==> config.mk <==
export PLATFORM = sky130hd
export DESIGN_NAME = dual_stack_shared_memory
export DESIGN_NICKNAME = d
export VERILOG_FILES = /design/src/rtl/core/dss_pkg.sv /design/src/rtl/core/dss_mem.sv /design/src/rtl/core/dss_ctrl.sv /design/src/rtl/core/dual_stack_shared_memory.sv
export SDC_FILE = /design/constraint.sdc
export NUM_CORES = 1
export LEC_CHECK = 0
export ABC_CLOCK_PERIOD_IN_PS = 6850
export BUFFER_PORTS_ARGS = -buffer_cell sky130_fd_sc_hd__buf_2
export CAP_MARGIN = 40
export CORE_UTILIZATION = 35
export CTS_CLUSTER_DIAMETER = 60
export DETAILED_ROUTE_END_ITERATION = 10
export GPL_TIMING_DRIVEN = 0
export HOLD_SLACK_MARGIN = 0.06
export SYNTH_ARGS = -nofsm -noshare
export SYNTH_HDL_FRONTEND = slang
export SYNTH_SLANG_ARGS = --single-unit
==> constraint.sdc <==
create_clock -name clock -period 6.85 [get_ports clock]
set_input_delay 0.685 -clock clock [delete_from_list [all_inputs] [get_ports clock]]
set_output_delay 0.685 -clock clock [all_outputs]
set_load 0.1 [all_outputs]
==> src/rtl/core/dss_pkg.sv <==
`timescale 1ns / 1ps

package dss_pkg;

   // Fixed field widths of the command and response words.
   localparam int DATA_W = 32;
   localparam int CMD_W  = 2;
   localparam int POS_W  = 5;
   localparam int CNT_W  = 5;
   localparam int STAT_W = 2;

   // Command codes.
   localparam logic [CMD_W-1:0] CMD_PUSH   = 2'd0;
   localparam logic [CMD_W-1:0] CMD_POP    = 2'd1;
   localparam logic [CMD_W-1:0] CMD_PEEK   = 2'd2;
   localparam logic [CMD_W-1:0] CMD_CHANGE = 2'd3;

   // Response status codes.
   localparam logic [STAT_W-1:0] ST_OK        = 2'd0;
   localparam logic [STAT_W-1:0] ST_OVERFLOW  = 2'd1;
   localparam logic [STAT_W-1:0] ST_UNDERFLOW = 2'd2;
   localparam logic [STAT_W-1:0] ST_RANGE     = 2'd3;

   // Memory access strobes from the pointer logic to the shared array.
   typedef struct packed {
      logic wr;
      logic rd;
   } mem_ctl_type;

endpackage

==> src/rtl/core/dss_mem.sv <==
`timescale 1ns / 1ps

module dss_mem #(
   parameter int DEPTH = 16,
   parameter int AW    = 4
) (
   input  logic                       clock,
   input  dss_pkg::mem_ctl_type       ctl,
   input  logic [AW-1:0]              addr,
   input  logic [dss_pkg::DATA_W-1:0] wdata,
   output logic [dss_pkg::DATA_W-1:0] rdata
);

   // Single-port array with a registered read; entries hold no reset value.
   logic [dss_pkg::DATA_W-1:0] store_ff [DEPTH];
   logic [dss_pkg::DATA_W-1:0] rdata_ff;

   always_ff @(posedge clock) begin
      if (ctl.wr) begin
         store_ff[addr] <= wdata;
      end
   end

   always_ff @(posedge clock) begin
      if (ctl.rd) begin
         rdata_ff <= store_ff[addr];
      end
   end

   assign rdata = rdata_ff;

endmodule

==> src/rtl/core/dss_ctrl.sv <==
`timescale 1ns / 1ps

module dss_ctrl #(
   parameter int DEPTH = 16,
   parameter int AW    = 4,
   parameter int DW    = 5
) (
   input  logic                       clock,
   input  logic                       reset,
   input  logic                       cmd_valid,
   input  logic [dss_pkg::CMD_W-1:0]  cmd_code,
   input  logic                       cmd_stack,
   input  logic [dss_pkg::POS_W-1:0]  cmd_pos,
   input  logic [dss_pkg::DATA_W-1:0] cmd_data,
   output dss_pkg::mem_ctl_type       mem_ctl,
   output logic [AW-1:0]              mem_addr,
   output logic [dss_pkg::DATA_W-1:0] mem_wdata,
   output logic                       rsp_valid,
   output logic                       rsp_rd_ok,
   output logic [dss_pkg::STAT_W-1:0] rsp_status,
   output logic [dss_pkg::CNT_W-1:0]  rsp_lower,
   output logic [dss_pkg::CNT_W-1:0]  rsp_upper
);

   // Wide enough to compare a position against a depth and to form an index.
   localparam int XW = DW + dss_pkg::POS_W;

   logic [DW-1:0]              lower_ff, lower_in;
   logic [DW-1:0]              upper_ff, upper_in;
   logic                       valid_ff;
   logic                       rd_ok_ff, rd_ok_in;
   logic [dss_pkg::STAT_W-1:0] status_ff, status_in;

   logic [DW-1:0] depth_sel;
   logic [DW:0]   total;
   logic          full;
   logic          bad_pos;
   logic [XW-1:0] eff_pos;
   logic [XW-1:0] idx_x;

   always_comb begin
      depth_sel = cmd_stack ? upper_ff : lower_ff;
      total     = {1'b0, lower_ff} + {1'b0, upper_ff};
      full      = (total >= (DW+1)'(DEPTH));
      bad_pos   = (cmd_pos == '0) || (XW'(cmd_pos) > XW'(depth_sel));

      // A push addresses the free slot next to the top, a pop the top itself.
      case (cmd_code)
         dss_pkg::CMD_PUSH: eff_pos = '0;
         dss_pkg::CMD_POP:  eff_pos = XW'(1);
         default:           eff_pos = XW'(cmd_pos);
      endcase

      if (cmd_stack) begin
         idx_x = XW'(DEPTH) - XW'(upper_ff) + eff_pos - XW'(1);
      end else begin
         idx_x = XW'(lower_ff) - eff_pos;
      end
   end

   assign mem_addr  = idx_x[AW-1:0];
   assign mem_wdata = cmd_data;

   always_comb begin
      mem_ctl   = '0;
      status_in = dss_pkg::ST_OK;
      rd_ok_in  = 1'b0;
      lower_in  = lower_ff;
      upper_in  = upper_ff;
      if (cmd_valid) begin
         case (cmd_code)
            dss_pkg::CMD_PUSH: begin
               if (full) begin
                  status_in = dss_pkg::ST_OVERFLOW;
               end else begin
                  mem_ctl.wr = 1'b1;
                  if (cmd_stack) begin
                     upper_in = upper_ff + DW'(1);
                  end else begin
                     lower_in = lower_ff + DW'(1);
                  end
               end
            end
            dss_pkg::CMD_POP: begin
               if (depth_sel == '0) begin
                  status_in = dss_pkg::ST_UNDERFLOW;
               end else begin
                  mem_ctl.rd = 1'b1;
                  rd_ok_in   = 1'b1;
                  if (cmd_stack) begin
                     upper_in = upper_ff - DW'(1);
                  end else begin
                     lower_in = lower_ff - DW'(1);
                  end
               end
            end
            dss_pkg::CMD_PEEK: begin
               if (bad_pos) begin
                  status_in = dss_pkg::ST_RANGE;
               end else begin
                  mem_ctl.rd = 1'b1;
                  rd_ok_in   = 1'b1;
               end
            end
            dss_pkg::CMD_CHANGE: begin
               if (bad_pos) begin
                  status_in = dss_pkg::ST_RANGE;
               end else begin
                  mem_ctl.wr = 1'b1;
               end
            end
            default: begin
               status_in = dss_pkg::ST_OK;
            end
         endcase
      end
   end

   always_ff @(posedge clock) begin
      if (reset) begin
         lower_ff  <= '0;
         upper_ff  <= '0;
         valid_ff  <= 1'b0;
         rd_ok_ff  <= 1'b0;
         status_ff <= dss_pkg::ST_OK;
      end else begin
         lower_ff  <= lower_in;
         upper_ff  <= upper_in;
         valid_ff  <= cmd_valid;
         rd_ok_ff  <= rd_ok_in;
         status_ff <= status_in;
      end
   end

   // The depth registers hold this command's result during its response cycle.
   assign rsp_valid  = valid_ff;
   assign rsp_rd_ok  = rd_ok_ff;
   assign rsp_status = status_ff;
   assign rsp_lower  = dss_pkg::CNT_W'(lower_ff);
   assign rsp_upper  = dss_pkg::CNT_W'(upper_ff);

endmodule

==> src/rtl/core/dual_stack_shared_memory.sv <==
`timescale 1ns / 1ps
// Response words come from the pointer logic's output registers after the command register.
// Throughput: one command per cycle; busy stays low, since each command uses a
// single access of the shared memory port and the next command sees updated depths.
// Reset (synchronous, active high) empties both stacks and clears the pipeline.
// Memory contents are not reset. The receiver cannot stall the response strobe.

module dual_stack_shared_memory #(
   parameter int DEPTH = 16
) (
   input  logic                              clock,
   input  logic                              reset,
   input  logic                              start,
   output logic                              busy,
   input  logic [dss_pkg::CMD_W-1:0]         req_command,
   input  logic                              req_which_stack,
   input  logic [dss_pkg::POS_W-1:0]         req_position,
   input  logic signed [dss_pkg::DATA_W-1:0] req_value,
   output logic                              rsp_valid,
   output logic signed [dss_pkg::DATA_W-1:0] rsp_read_value,
   output logic [dss_pkg::STAT_W-1:0]        rsp_status,
   output logic [dss_pkg::CNT_W-1:0]         rsp_lower_count,
   output logic [dss_pkg::CNT_W-1:0]         rsp_upper_count
);

   // Address width of the shared array, and width of a depth counter that
   // must also hold DEPTH itself when one stack fills the whole array.
   localparam int AW = (DEPTH > 1) ? $clog2(DEPTH) : 1;
   localparam int DW = $clog2(DEPTH + 1);

   // Stage one: the accepted command word is registered so that the pointer
   // arithmetic and the memory address start from clean flops.
   logic                       cmd_valid_ff;
   logic [dss_pkg::CMD_W-1:0]  cmd_code_ff;
   logic                       cmd_stack_ff;
   logic [dss_pkg::POS_W-1:0]  cmd_pos_ff;
   logic [dss_pkg::DATA_W-1:0] cmd_data_ff;

   dss_pkg::mem_ctl_type       mem_ctl;
   logic [AW-1:0]              mem_addr;
   logic [dss_pkg::DATA_W-1:0] mem_wdata;
   logic [dss_pkg::DATA_W-1:0] mem_rdata;
   logic                       rd_ok;

   // Every command passes through the stages without stalling, so a new word can
   // always be taken.
   assign busy = 1'b0;

   always_ff @(posedge clock) begin
      if (reset) begin
         cmd_valid_ff <= 1'b0;
      end else begin
         cmd_valid_ff <= start && !busy;
      end
   end

   always_ff @(posedge clock) begin
      if (start && !busy) begin
         cmd_code_ff  <= req_command;
         cmd_stack_ff <= req_which_stack;
         cmd_pos_ff   <= req_position;
         cmd_data_ff  <= req_value;
      end
   end

   // Stage two: the pointer logic checks the command against both depths,
   // drives at most one read or write of the shared array and updates the depths.
   // Consecutive commands never conflict: a read is registered only after the
   // previous command's write has landed, and the depths it uses are already
   // updated.
   dss_ctrl #(
      .DEPTH (DEPTH),
      .AW    (AW),
      .DW    (DW)
   ) u_ctrl (
      .clock      (clock),
      .reset      (reset),
      .cmd_valid  (cmd_valid_ff),
      .cmd_code   (cmd_code_ff),
      .cmd_stack  (cmd_stack_ff),
      .cmd_pos    (cmd_pos_ff),
      .cmd_data   (cmd_data_ff),
      .mem_ctl    (mem_ctl),
      .mem_addr   (mem_addr),
      .mem_wdata  (mem_wdata),
      .rsp_valid  (rsp_valid),
      .rsp_rd_ok  (rd_ok),
      .rsp_status (rsp_status),
      .rsp_lower  (rsp_lower_count),
      .rsp_upper  (rsp_upper_count)
   );

   dss_mem #(
      .DEPTH (DEPTH),
      .AW    (AW)
   ) u_mem (
      .clock (clock),
      .ctl   (mem_ctl),
      .addr  (mem_addr),
      .wdata (mem_wdata),
      .rdata (mem_rdata)
   );

   // Stage three: the read data register feeds the response word directly.
   // Only a successful pop or peek returns data; everything else reads zero.
   assign rsp_read_value = rd_ok ? signed'(mem_rdata) : '0;

endmodule

# After elaboration in Yosys (flattened, before gate mapping)
# Memory sizes are Yosys's and may differ from the RTL's. A register that Yosys moved wholly into a read port is not among the register bits.
# Index checks and enable logic that the tools add are counted.
dict set report classes {
  bitwise 1
  eq_ne 9
  n_lt_le_gt_ge 2
  multipliers 0
  n_shift 0
  reduce_logical 9
  div 0
  n_mux 26
  n_addsub 9
}
# op n
set op_table {}
lappend op_table {{two-way mux 5 bit} 9}
lappend op_table {{two-way mux 32 bit} 1}
lappend op_table {{case mux 5 bit (2 select lines)} 2}
lappend op_table {{!= test 2 bit (second input constant)} 6}
lappend op_table {{AND reduction 6 bit} 2}
lappend op_table {{adder 5 x 1 -> 5 bit (second input constant)} 2}
lappend op_table {{zero test 5 bit} 2}
lappend op_table {{subtractor 5 x 1 -> 5 bit (second input constant)} 2}
lappend op_table {{case mux 4 bit (2 select lines)} 1}
lappend op_table {{adder 5 x 5 -> 6 bit} 1}
lappend op_table {{>= comparator 6 x 5 -> 1 bit (second input constant)} 1}
lappend op_table {{two-way mux 1 bit} 6}
lappend op_table {{two-way mux 2 bit} 3}
lappend op_table {{case mux 2 bit (3 select lines)} 1}
lappend op_table {{> comparator 5 bit} 1}
lappend op_table {{adder 4 bit} 1}
lappend op_table {{equality test 2 bit (second input constant)} 2}
lappend op_table {{two-way mux 4 bit} 1}
lappend op_table {{case mux 1 bit (2 select lines)} 2}
lappend op_table {{OR reduction 2 bit} 2}
lappend op_table {{subtractor 1 x 4 -> 4 bit (first input constant)} 1}
lappend op_table {{subtractor 4 x 1 -> 4 bit (second input constant)} 1}
lappend op_table {{subtractor 4 bit} 1}
lappend op_table {{equality test 2 x 1 -> 1 bit (second input constant)} 1}
lappend op_table {{4 further kinds} 4}
dict set report word_totals {
  elab_cells 67
  inputBits 43
  rom_bits 0
  ff_bits 55
  latchBits 0
  mem_bits_rw 512
  out_inout_bits 46
  mem_count 1
}
# memory depth width rd rd_ports_with_merged_regs wr line_no
set memory_table {}
lappend memory_table {u_mem.store_ff 16 32 1 1 1 dss_mem.sv:15} ;# logic [dss_pkg::DATA_W-1:0] store_ff [DEPTH];

# Depth between registers and ports, before layout
# Gate-level depths: netlist (run 1).
dict set report logic_depth {
  word_depth 8
  mapped_depth 14
}

# Cells and area by module
# Synthesis (run 1) repeated with hierarchy kept, for this count alone.
dict set report unflattened {
  hier_cells 1133
  area_unflattened_um2 23497.5
}
# mod area_each_um2 seq_area_each_um2 cells_each n_inst
set modules_own_cells {}
lappend modules_own_cells {dss_mem 20183.1 16335.7 840 1}
lappend modules_own_cells {dss_ctrl 1820.5 280.3 214 1}
lappend modules_own_cells {dual_stack_shared_memory 1493.9 1221.2 79 1}

# Least setup slack after synthesis (run 1)
# No wires, ideal clock.
dict set report synth_path {
  path_type {register to register}
  from {reg u_ctrl.upper_ff[0], in the netlist u_ctrl.rsp_upper[0]}
  to {mem u_mem.store_ff[2][0] (netlist bit) (enable)}
  setup_time_ns 0.468
  slack_ns 1.180
  arrival_ns 5.202
  required_ns 6.382
  stages_incl_launch_ff 10
  cell_sequence {dfxtp_1 > inv_1 > ha_1 > inv_1 > fa_1 > a21oi_1 > buf_2 > buf_2 > nand2_1 > nor3b_1}
}
dict set report synth_via {
  elab_chain_cells 8
  elab_cells_between_ends 15
}
# element line_no
set synth_rtl {}
lappend synth_rtl {{from (decl)} dss_ctrl.sv:29} ;# logic [DW-1:0] upper_ff, upper_in;
lappend synth_rtl {{from (signal assigned)} dss_ctrl.sv:128} ;# upper_ff <= upper_in;
lappend synth_rtl {{branches (longest 8 deep; another with adder 5 x 5 -> 6 bit)} --}
lappend synth_rtl {{to (decl)} dss_mem.sv:15}
# Parallel ways; which one is timed is not known.

# Worst setup path after layout (run 1)
dict set report layout_path {
  from {reg cmd_code_ff[1] (netlist bit)}
  to {mem u_mem.store_ff[11][11] (netlist bit) (enable)}
}
dict set report layout_via {
  elab_chain_cells 5
  elab_cells_between_ends 12
}
# element line_no
set layout_rtl {}
lappend layout_rtl {{from (decl)} dual_stack_shared_memory.sv:34} ;# logic [dss_pkg::CMD_W-1:0] cmd_code_ff;
lappend layout_rtl {{from (signal assigned)} dual_stack_shared_memory.sv:59} ;# cmd_code_ff <= req_command;
lappend layout_rtl {{equality test 2 x 1 -> 1 bit, or another cell as far along} dss_ctrl.sv:48} ;# case (cmd_code)
lappend layout_rtl {{case mux 4 bit (2 select lines) / case mux 1 bit (2 select lines) (equally long branches)} {dss_ctrl.sv:48, dss_ctrl.sv:71}}
lappend layout_rtl {{adder 4 bit / two-way mux 2 bit (equally long branches)} {dss_ctrl.sv:55, dss_ctrl.sv:70}}
lappend layout_rtl {{subtractor 4 x 1 -> 4 bit / two-way mux 1 bit (equally long branches)} {dss_ctrl.sv:55, dss_mem.sv:19}}
lappend layout_rtl {{two-way mux 4 bit / two-way mux 1 bit (equally long branches)} {dss_ctrl.sv:54, dss_mem.sv:20}}
# Parallel ways exist; a longest one is shown, timed or not.

==> key figures, run 1 <==
Worst setup path
  • Crit end category: flop
  • Startpoint types: flop
  • Crit-path max FO: 12
  • Worst path required time: about 7 ns
  • Critical path's slowest cell: nor3_2
  • Critical-path cell list: inv_1 -> ha_1 -> nor2_1 -> nand2_1 -> fa_1 -> a21oi_1 -> buf_2 -> buf_2 -> nand2_1 -> nor3_2 -> buf_4 -> buf_4
  • Max incr delay on CP: 0.63 ns
  • Worst setup path class: flop to flop
  • CP arrival: 5.14 ns

Floorplan
  • Die height: 261 µm
  • Chip width: 261 µm
  • Initial cell density of the core: a little over a third
  • Full die area: 0.0682 mm²
  • I/O Pins: 89
  • Row cnt: 94
  • Core area: 0.0661 mm²

Cells and area
  • Fraction of layout cells with a size suffix above 1: 32.4%
  • Synthesis-to-finish area growth: 18.8%
  • Post-route cell area: 0.0279 mm²
  • Core Util, Final: a little over two fifths
  • Fin nets: 1399

Clock network
  • Clock sinks: 599
  • Post-CTS Resized: 0
  • H-tree levels: 3
  • Worst skew pair latency: 0.61 ns
  • Num CTS Buffers: 66
  • CTS Hold Bufs: 0
  • Clock Path Buffers: 3
  • Root buf cell: clkbuf_16
  • CTS tree: built
  • Setup repair bufs after CTS: 0
  • Clock transition at path regs: 0.06 ns

Routing
  • Routed via count: roughly 11000
  • Max layer used: met4
  • M1 WL: 22300 µm
  • WL final: 51400 µm
  • Met3 WL post-DR: 2190 µm
  • First DRT Iteration DRCs: roughly 800
  • Drt pass-1 iters: 10
  • Drc violations: 6
  • Count of antenna-violating nets left after detailed routing: 0
  • Vias/cell: roughly 5.1
  • Met2 wire length: approximately 26000 µm
  • WL/cell: 22.9 µm

Flow run
  • MaxCap Viol Count: 0

Power
  • Static leakage power: 9.68 nW
  • Power Density: 312 mW/mm²
  • Worst vdd ir: between 0.15 and 0.2 mV

Place
  • IO Port Bufs: 87
  • Hpwl dp: 35300 µm
  • Placement Cell Area: around 0.026 mm²
  • Final RePlAce weighted congestion: 0.772
  • Pre-CTS setup slack: 2.11 ns

Logic synthesis
  • Post-synth ARST share: 0%
  • Synthesis Warnings: 0
  • Most used DFF post-synth: edfxtp_1
  • Avg Inst Size Synth: approximately 22 µm²
  • Post-synthesis sequential area ratio: 75.9%
  • Post-synth EDFFs: 584
  • Post-Syn Area: 0.0235 mm²
  • Synth Instances: 1092
  • Nets in the synthesized netlist: 1164
  • Synth cell types: 48
  • #FFs+latches synth: 599

Global route
  • Largest net degree at the start of global routing: 27
  • All-Layer GR Usage: 15.5%
  • Initial antenna violation count: 1
  • Vias in the first global route: 11907
  • Gr ovfl total: 0
  • First-pass GRT wire length: 77200 µm

STA
  • Max_slew headroom: 43.8%
  • Max Freq: 206 MHz
  • Period Utilization, post-route: 70.8%
  • Final Hold Fails: 0
  • Worst setup margin: 2.00 ns
  • Minimum clock period: approximately 4.8 ns
  • Final Max Tran Viols: 0
  • RSZ-0062 raised after global routing: no
  • Setup TNS: 0 ns
  • Layout Skew: 0.0234 ns
  • Final setup violation count: 0
  • Worst-margin pin slew: 0.843 ns

Outcome
  • Failing checks: DRC
  • Status: complete, but fails checks

Hold path
  • Hold/Removal Path Class: input port to flop
## final cells by class
type | instances | area [µm²]
fill | 5778 | 38200
sequential | 599 | 17800
multi-input combinational | 428 | 5440
clock buffer | 79 | 1700
timing repair buffer | 167 | 1140
tap | 864 | 1080
clock inverter | 38 | 404
buffer | 47 | 250
inverter | 18 | 67.6
antenna | 2 | 5.00
## stage by stage
stage | hold slack, ns | power [mW] | std cells
after floorplan | 0.496 | 5.00 | 1092
after global placement | 0.530 | 5.32 | 2043
after detailed placement | 0.536 | 5.37 | 2123
after CTS | 0.209 | 8.81 | 2240
after global routing | 0.223 | 9.01 | 2241
final | 0.249 | 8.70 | 2242
## sequential cells by signal, summed over array words and instances (netlist names)
signal	cells
cmd_valid_ff	1
u_ctrl.rsp_valid	1
u_ctrl.rsp_status	2
u_ctrl.rsp_upper	5
cmd_pos_ff	5
u_ctrl.rsp_lower	5
cmd_data_ff	32
u_ctrl.rsp_rd_ok	1
cmd_code_ff	2
cmd_stack_ff	1
u_mem.rdata	32
u_mem.store_ff	512
## cell usage in the layout, fill, tap and decap left out, drive strengths merged, types with 2 or more instances in the layout
cell,synthesis,layout
edfxtp,584,584
buf,36,203
mux4,128,128
mux2i,103,103
clkbuf,11,90
and2,34,34
ha,25,25
inv,18,25
clkinv,0,25
nor2,17,17
a21oi,16,16
dfxtp,15,15
nand2,14,14
nor3,12,12
xnor2,10,10
nor3b,9,9
o21ai,7,7
a21o,7,7
nor2b,6,6
bufinv,0,5
fa,4,4
or3,3,3
nand2b,3,3
diode,0,2
and3,2,2
or4,2,2
and4,2,2
nand3,2,2
a31oi,2,2
or2,2,2
o22ai,2,2
nand4,2,2
nand4b,2,2
## routing by layer
layer	vias to the layer above	global-route usage (%)
met3	68	2.40
met5	-	0
li1	4979	-
met4	0	5.47
met1	6011	20.6
met2	284	26.1
## worst max-delay path: cells and delay by family (launching register included)
kind	cells	cell delay, ns
adder cells (fa/ha/maj)	2	0.96
AO/OA/AOI/OAI	1	0.52
flip-flops	1	0.46
buffers and inverters	5	1.38
AND/OR/NAND/NOR	4	1.20
## report_power, final
group          switching (mW)  total, mW  internal (mW)  leakage [nW]
registers              0.0700       4.19           4.12          5.40
clock network            1.44       3.43           1.99          1.02
logic                   0.587       1.08          0.490          3.26
total                    2.10       8.70           6.60          9.68
## cell families (layout without fill, tap and decap cells)
group	after synthesis	after routing	share of synthesized area [%]
DFF	599	599	75.9
muxes	231	231	16.7
and+or+nand+nor	114	114	2.83
buffers and inverters	65	349	1.35
AOI/OAI and AO/OA	43	43	1.20
adders and majority gates	29	29	1.67
xor gates and xnor gates	10	10	0.373
other	1	3	0.0160
## worst paths after layout
check / endpoint / slack (ns) / depth (start not counted) / start
worst min-delay path: cmd_data_ff[7] / 0.25 / 1 / req_value[7]
worst max-delay path: u_mem.store_ff[11][11] / 2.00 / 12 / cmd_code_ff[1]
worst min register to register: u_ctrl.rsp_lower[4] / 0.55 / 2 / u_ctrl.rsp_lower[4]
worst max register to register: u_mem.store_ff[11][11] / 2.00 / 12 / cmd_code_ff[1]
## cell usage after synthesis, types with 4 or more instances
library cell  count  area share [%]
nand2_1          14            0.22
ha_1             25             1.3
o21ai_0           7            0.15
a21oi_1          16            0.34
clkbuf_1         11            0.18
buf_2            29            0.62
mux4_2          128              12
nor3b_1           9            0.29
inv_1            18            0.29
and2_1           34            0.91
xnor2_1          10            0.37
edfxtp_1        584              75
fa_1              4            0.34
nor2_1           17            0.27
nor3_1           11            0.23
dfxtp_1          15             1.3
buf_4             4            0.13
a21o_1            7            0.22
nor2b_1           6            0.16
mux2i_1         103             4.4
No activity file was read; power rests on OpenSTA's default activity.
==> run 2: changes to the inputs <==
--- a/config.mk
+++ b/config.mk
@@ -5,7 +5,7 @@
 export SDC_FILE = /design/constraint.sdc
 export NUM_CORES = 1
 export LEC_CHECK = 0
-export ABC_CLOCK_PERIOD_IN_PS = 6850
+export ABC_CLOCK_PERIOD_IN_PS = 5020
 export BUFFER_PORTS_ARGS = -buffer_cell sky130_fd_sc_hd__buf_2
 export CAP_MARGIN = 40
 export CORE_UTILIZATION = 35
==> constraint.sdc (replaced) <==
create_clock -name clock -period 5.02 [get_ports clock]
set_input_delay 0.502 -clock clock [delete_from_list [all_inputs] [get_ports clock]]
set_output_delay 0.502 -clock clock [all_outputs]
set_load 0.1 [all_outputs]
==> run 2 against run 1 <==
- the run still ends with DRC left
- worst hold slack got worse by 0.15 ns
- highest routed layer unchanged
- critical path depth unchanged
- global-route usage about the same
- largest cell class unchanged
- utilization increased by 0.44 points
==> key figures, run 2 (synthesis gave the netlist of run 1 again) <==
Global route
  • Vias in the first global route: 12044 (was 11907)
  • Gr ovfl total: 0 (unchanged)
  • All-Layer GR Usage: 15.6% (was 15.5%)
  • Initial antenna violation count: 0 (was 1)
  • Largest net degree at the start of global routing: 27 (unchanged)
  • First-pass GRT wire length: 77500 µm (was 77200 µm)

Hold path
  • Hold/Removal Path Class: input port to flop (unchanged)
  • Hold worst-path end: cmd_data_ff[26] (was cmd_data_ff[7])
  • Worst hold start: req_value[26] (was req_value[7])
  • Worst hold path stage count: 1 (unchanged)

STA
  • Minimum clock period: 4.85 ns (about the same)
  • Layout Skew: 0.0199 ns (was 0.0234 ns)
  • Final Hold Fails: 0 (unchanged)
  • Max_slew headroom: 45.8% (was 43.8%)
  • Worst-margin pin slew: 0.814 ns (was 0.843 ns)
  • Final Max Tran Viols: 0 (unchanged)
  • Max Freq: 206 MHz (about the same)
  • RSZ-0062 raised after global routing: yes (was no)
  • Final setup violation count: 0 (unchanged)
  • Worst setup margin: 0.168 ns (was 2.00 ns)
  • Period Utilization, post-route: 96.7% (was 70.8%)

Power
  • Sequential power share: 48.1% (was 48.2%)
  • Power Density: 421 mW/mm² (was 312 mW/mm²)
  • Switching Power: 2.87 mW (was 2.10 mW)
  • Internal power: 9.02 mW (was 6.60 mW)
  • Combinational Power Share: 12.5% (was 12.4%)
  • Pwr Total: 11.9 mW (was 8.70 mW)
  • Sw Share: 24.1% (about the same)
  • Worst vdd ir: 0.273 mV (was 0.199 mV)
  • Clk pwr share: 39.4% (about the same)
  • Static leakage power: 9.80 nW (was 9.68 nW)

Cells and area
  • Fraction of layout cells with a size suffix above 1: 31.7% (was 32.4%)
  • Fin nets: 1428 (was 1399)
  • Largest Register: u_mem.store_ff (unchanged)
  • Filler instances: 5752 (was 5778)
  • Most frequent cells in the layout: 584 x edfxtp_1, 128 x mux4_2, 116 x buf_2 (unchanged)
  • Synthesis-to-finish area growth: 20.1% (was 18.8%)
  • Max reg flops: 512 (unchanged)
  • Most common cell after layout, fill and taps aside: edfxtp_1 (unchanged)
  • Post-route cell area: 0.0282 mm² (was 0.0279 mm²)

Clock network
  • Root buf cell: clkbuf_16 (unchanged)
  • Clock Path Buffers: 3 (unchanged)
  • Clock transition at path regs: 0.06 ns (about the same)
  • Worst skew pair latency: 0.61 ns (about the same)
  • H-tree levels: 3 (unchanged)
  • CTS tree: built (unchanged)
  • Num CTS Buffers: 66 (unchanged)
  • Clock sinks: 599 (unchanged)

Routing
  • WL/cell: 22.7 µm (was 22.9 µm)
  • Drc violations: 10 (was 6)
  • Vias/cell: 5.01 (was 5.06)
  • First DRT Iteration DRCs: 759 (was 778)
  • Count of antenna-violating nets left after detailed routing: 0 (unchanged)
  • Routed via count: 11376 (was 11342)
  • WL final: 51500 µm (was 51400 µm)
  • Drt pass-1 iters: 8 (was 10)

Worst setup path
  • FF-to-FF setup slack: 0.17 ns (was 2.00 ns)
  • Max incr delay on CP: 0.63 ns (about the same)
  • R2r worst-path depth: 12 (unchanged)
  • Crit-path leading delay family: buffers and inverters (unchanged)
  • Crit end category: flop (unchanged)
  • Critical path's slowest cell: nor3_2 (unchanged)
  • Startpoint types: flop (unchanged)
  • Reg2Reg Capture Point: u_mem.store_ff[11][11] (unchanged)
  • Worst setup path class: flop to flop (unchanged)
  • Worst path required time: 5.31 ns (was 7.14 ns)
  • Buf/Inv on CP: 5 (unchanged)
  • CP arrival: 5.14 ns (about the same)
  • Critical-path cell list: inv_1 -> ha_1 -> nor2_1 -> nand2_1 -> fa_1 -> a21oi_1 -> buf_2 -> buf_2 -> nand2_1 -> nor3_2 -> buf_4 -> buf_4 (unchanged)
  • Crit-path max FO: 12 (unchanged)
  • Crit Reg-Reg Startpoint: cmd_code_ff[1] (unchanged)

Floorplan
  • Core area: 0.0661 mm² (unchanged)
  • Initial cell density of the core: 35.6% (unchanged)
  • Die height: 261 µm (unchanged)
  • Chip width: 261 µm (unchanged)
  • Full die area: 0.0682 mm² (unchanged)
  • Row cnt: 94 (unchanged)
  • I/O Pins: 89 (unchanged)

Outcome
  • Status: complete, but fails checks (unchanged)
  • Failing checks: DRC (unchanged)

Place
  • Hpwl dp: 35300 µm (unchanged)
  • Final RePlAce weighted congestion: 0.772 (unchanged)
  • IO Port Bufs: 87 (unchanged)
  • Pre-CTS setup slack: 0.276 ns (was 2.11 ns)
  • Placement Cell Area: 0.0258 mm² (unchanged)

Flow run
  • MaxCap Viol Count: 0 (unchanged)
==> run 2: cell count changes in the layout (fill, tap and decap cells not counted), sizes merged <==
cell and change:
dlygate4sd3 +29, diode -1
==> run 2: through the flow <==
stage / utilization (%) / cells / hold WS, ns / setup TNS (ns)
after global routing: 42.7 / 2269 / 0.0735 / -1.48
after CTS: 42.7 / 2269 / 0.0609 / 0
final: 42.7 / 2270 / 0.0952 / 0
after global placement: 37.8 / 2043 / 0.530 / -1994.89
after detailed placement: 39.1 / 2123 / 0.536 / 0
after floorplan: - / 1092 / 0.496 / -256.73
==> run 2: cell type report <==
| cell class | count | area, µm² | share of cell area [%] |
|---|---|---|---|
| Sequential cell | 599 | 17800 | 63.2 |
| Multi-Input combinational cell | 428 | 5440 | 19.3 |
| Clock buffer | 79 | 1700 | 6.03 |
| Timing Repair Buffer | 196 | 1440 | 5.09 |
| Tap cell | 864 | 1080 | 3.83 |
| Clock inverter | 38 | 404 | 1.43 |
| Buffer | 47 | 250 | 0.887 |
| Inverter | 18 | 67.6 | 0.239 |
| Antenna cell | 1 | 2.50 | 0.00887 |
==> run 2: power by group through the flow <==
stage                     clock network, mW  registers (mW)  logic, mW
after floorplan                           0            5.80       1.02
after global placement                    0            5.82       1.44
after detailed placement                  0            5.82       1.50
after CTS                              4.80            5.72       1.52
after global routing                   4.98            5.73       1.61
final                                  4.69            5.72       1.49
==> run 2: how the worst max path moves through the flow <==
stage	start	endpoint	cells after the start
global placement	cmd_code_ff[1]	u_mem.store_ff[0][12]	12
floorplan	u_ctrl.rsp_upper[0]	u_mem.store_ff[2][0]	9
detailed placement	cmd_code_ff[1]	u_mem.store_ff[11][11]	12
CTS	cmd_code_ff[1]	u_mem.store_ff[11][11]	12
finish	cmd_code_ff[1]	u_mem.store_ff[11][11]	12
global route	cmd_code_ff[1]	u_mem.store_ff[11][11]	12
==> run 2: what timing repair did <==
item | in CTS | in global routing
hold buffers | 29 | 0
setup buffers | 0 | 0
setup endpoints to repair | 0 | 16
hold endpoints to repair | 29 | 0
gates resized for setup | 0 | 0
==> run 2: routing by layer <==
layer,share of wire (%),up-vias,global-route usage [%]
met4,2.3,0,5.57
met1,43,5991,20.6
met2,50,276,26.1
li1,-,5036,-
met5,0,-,0
met3,4.4,73,2.43
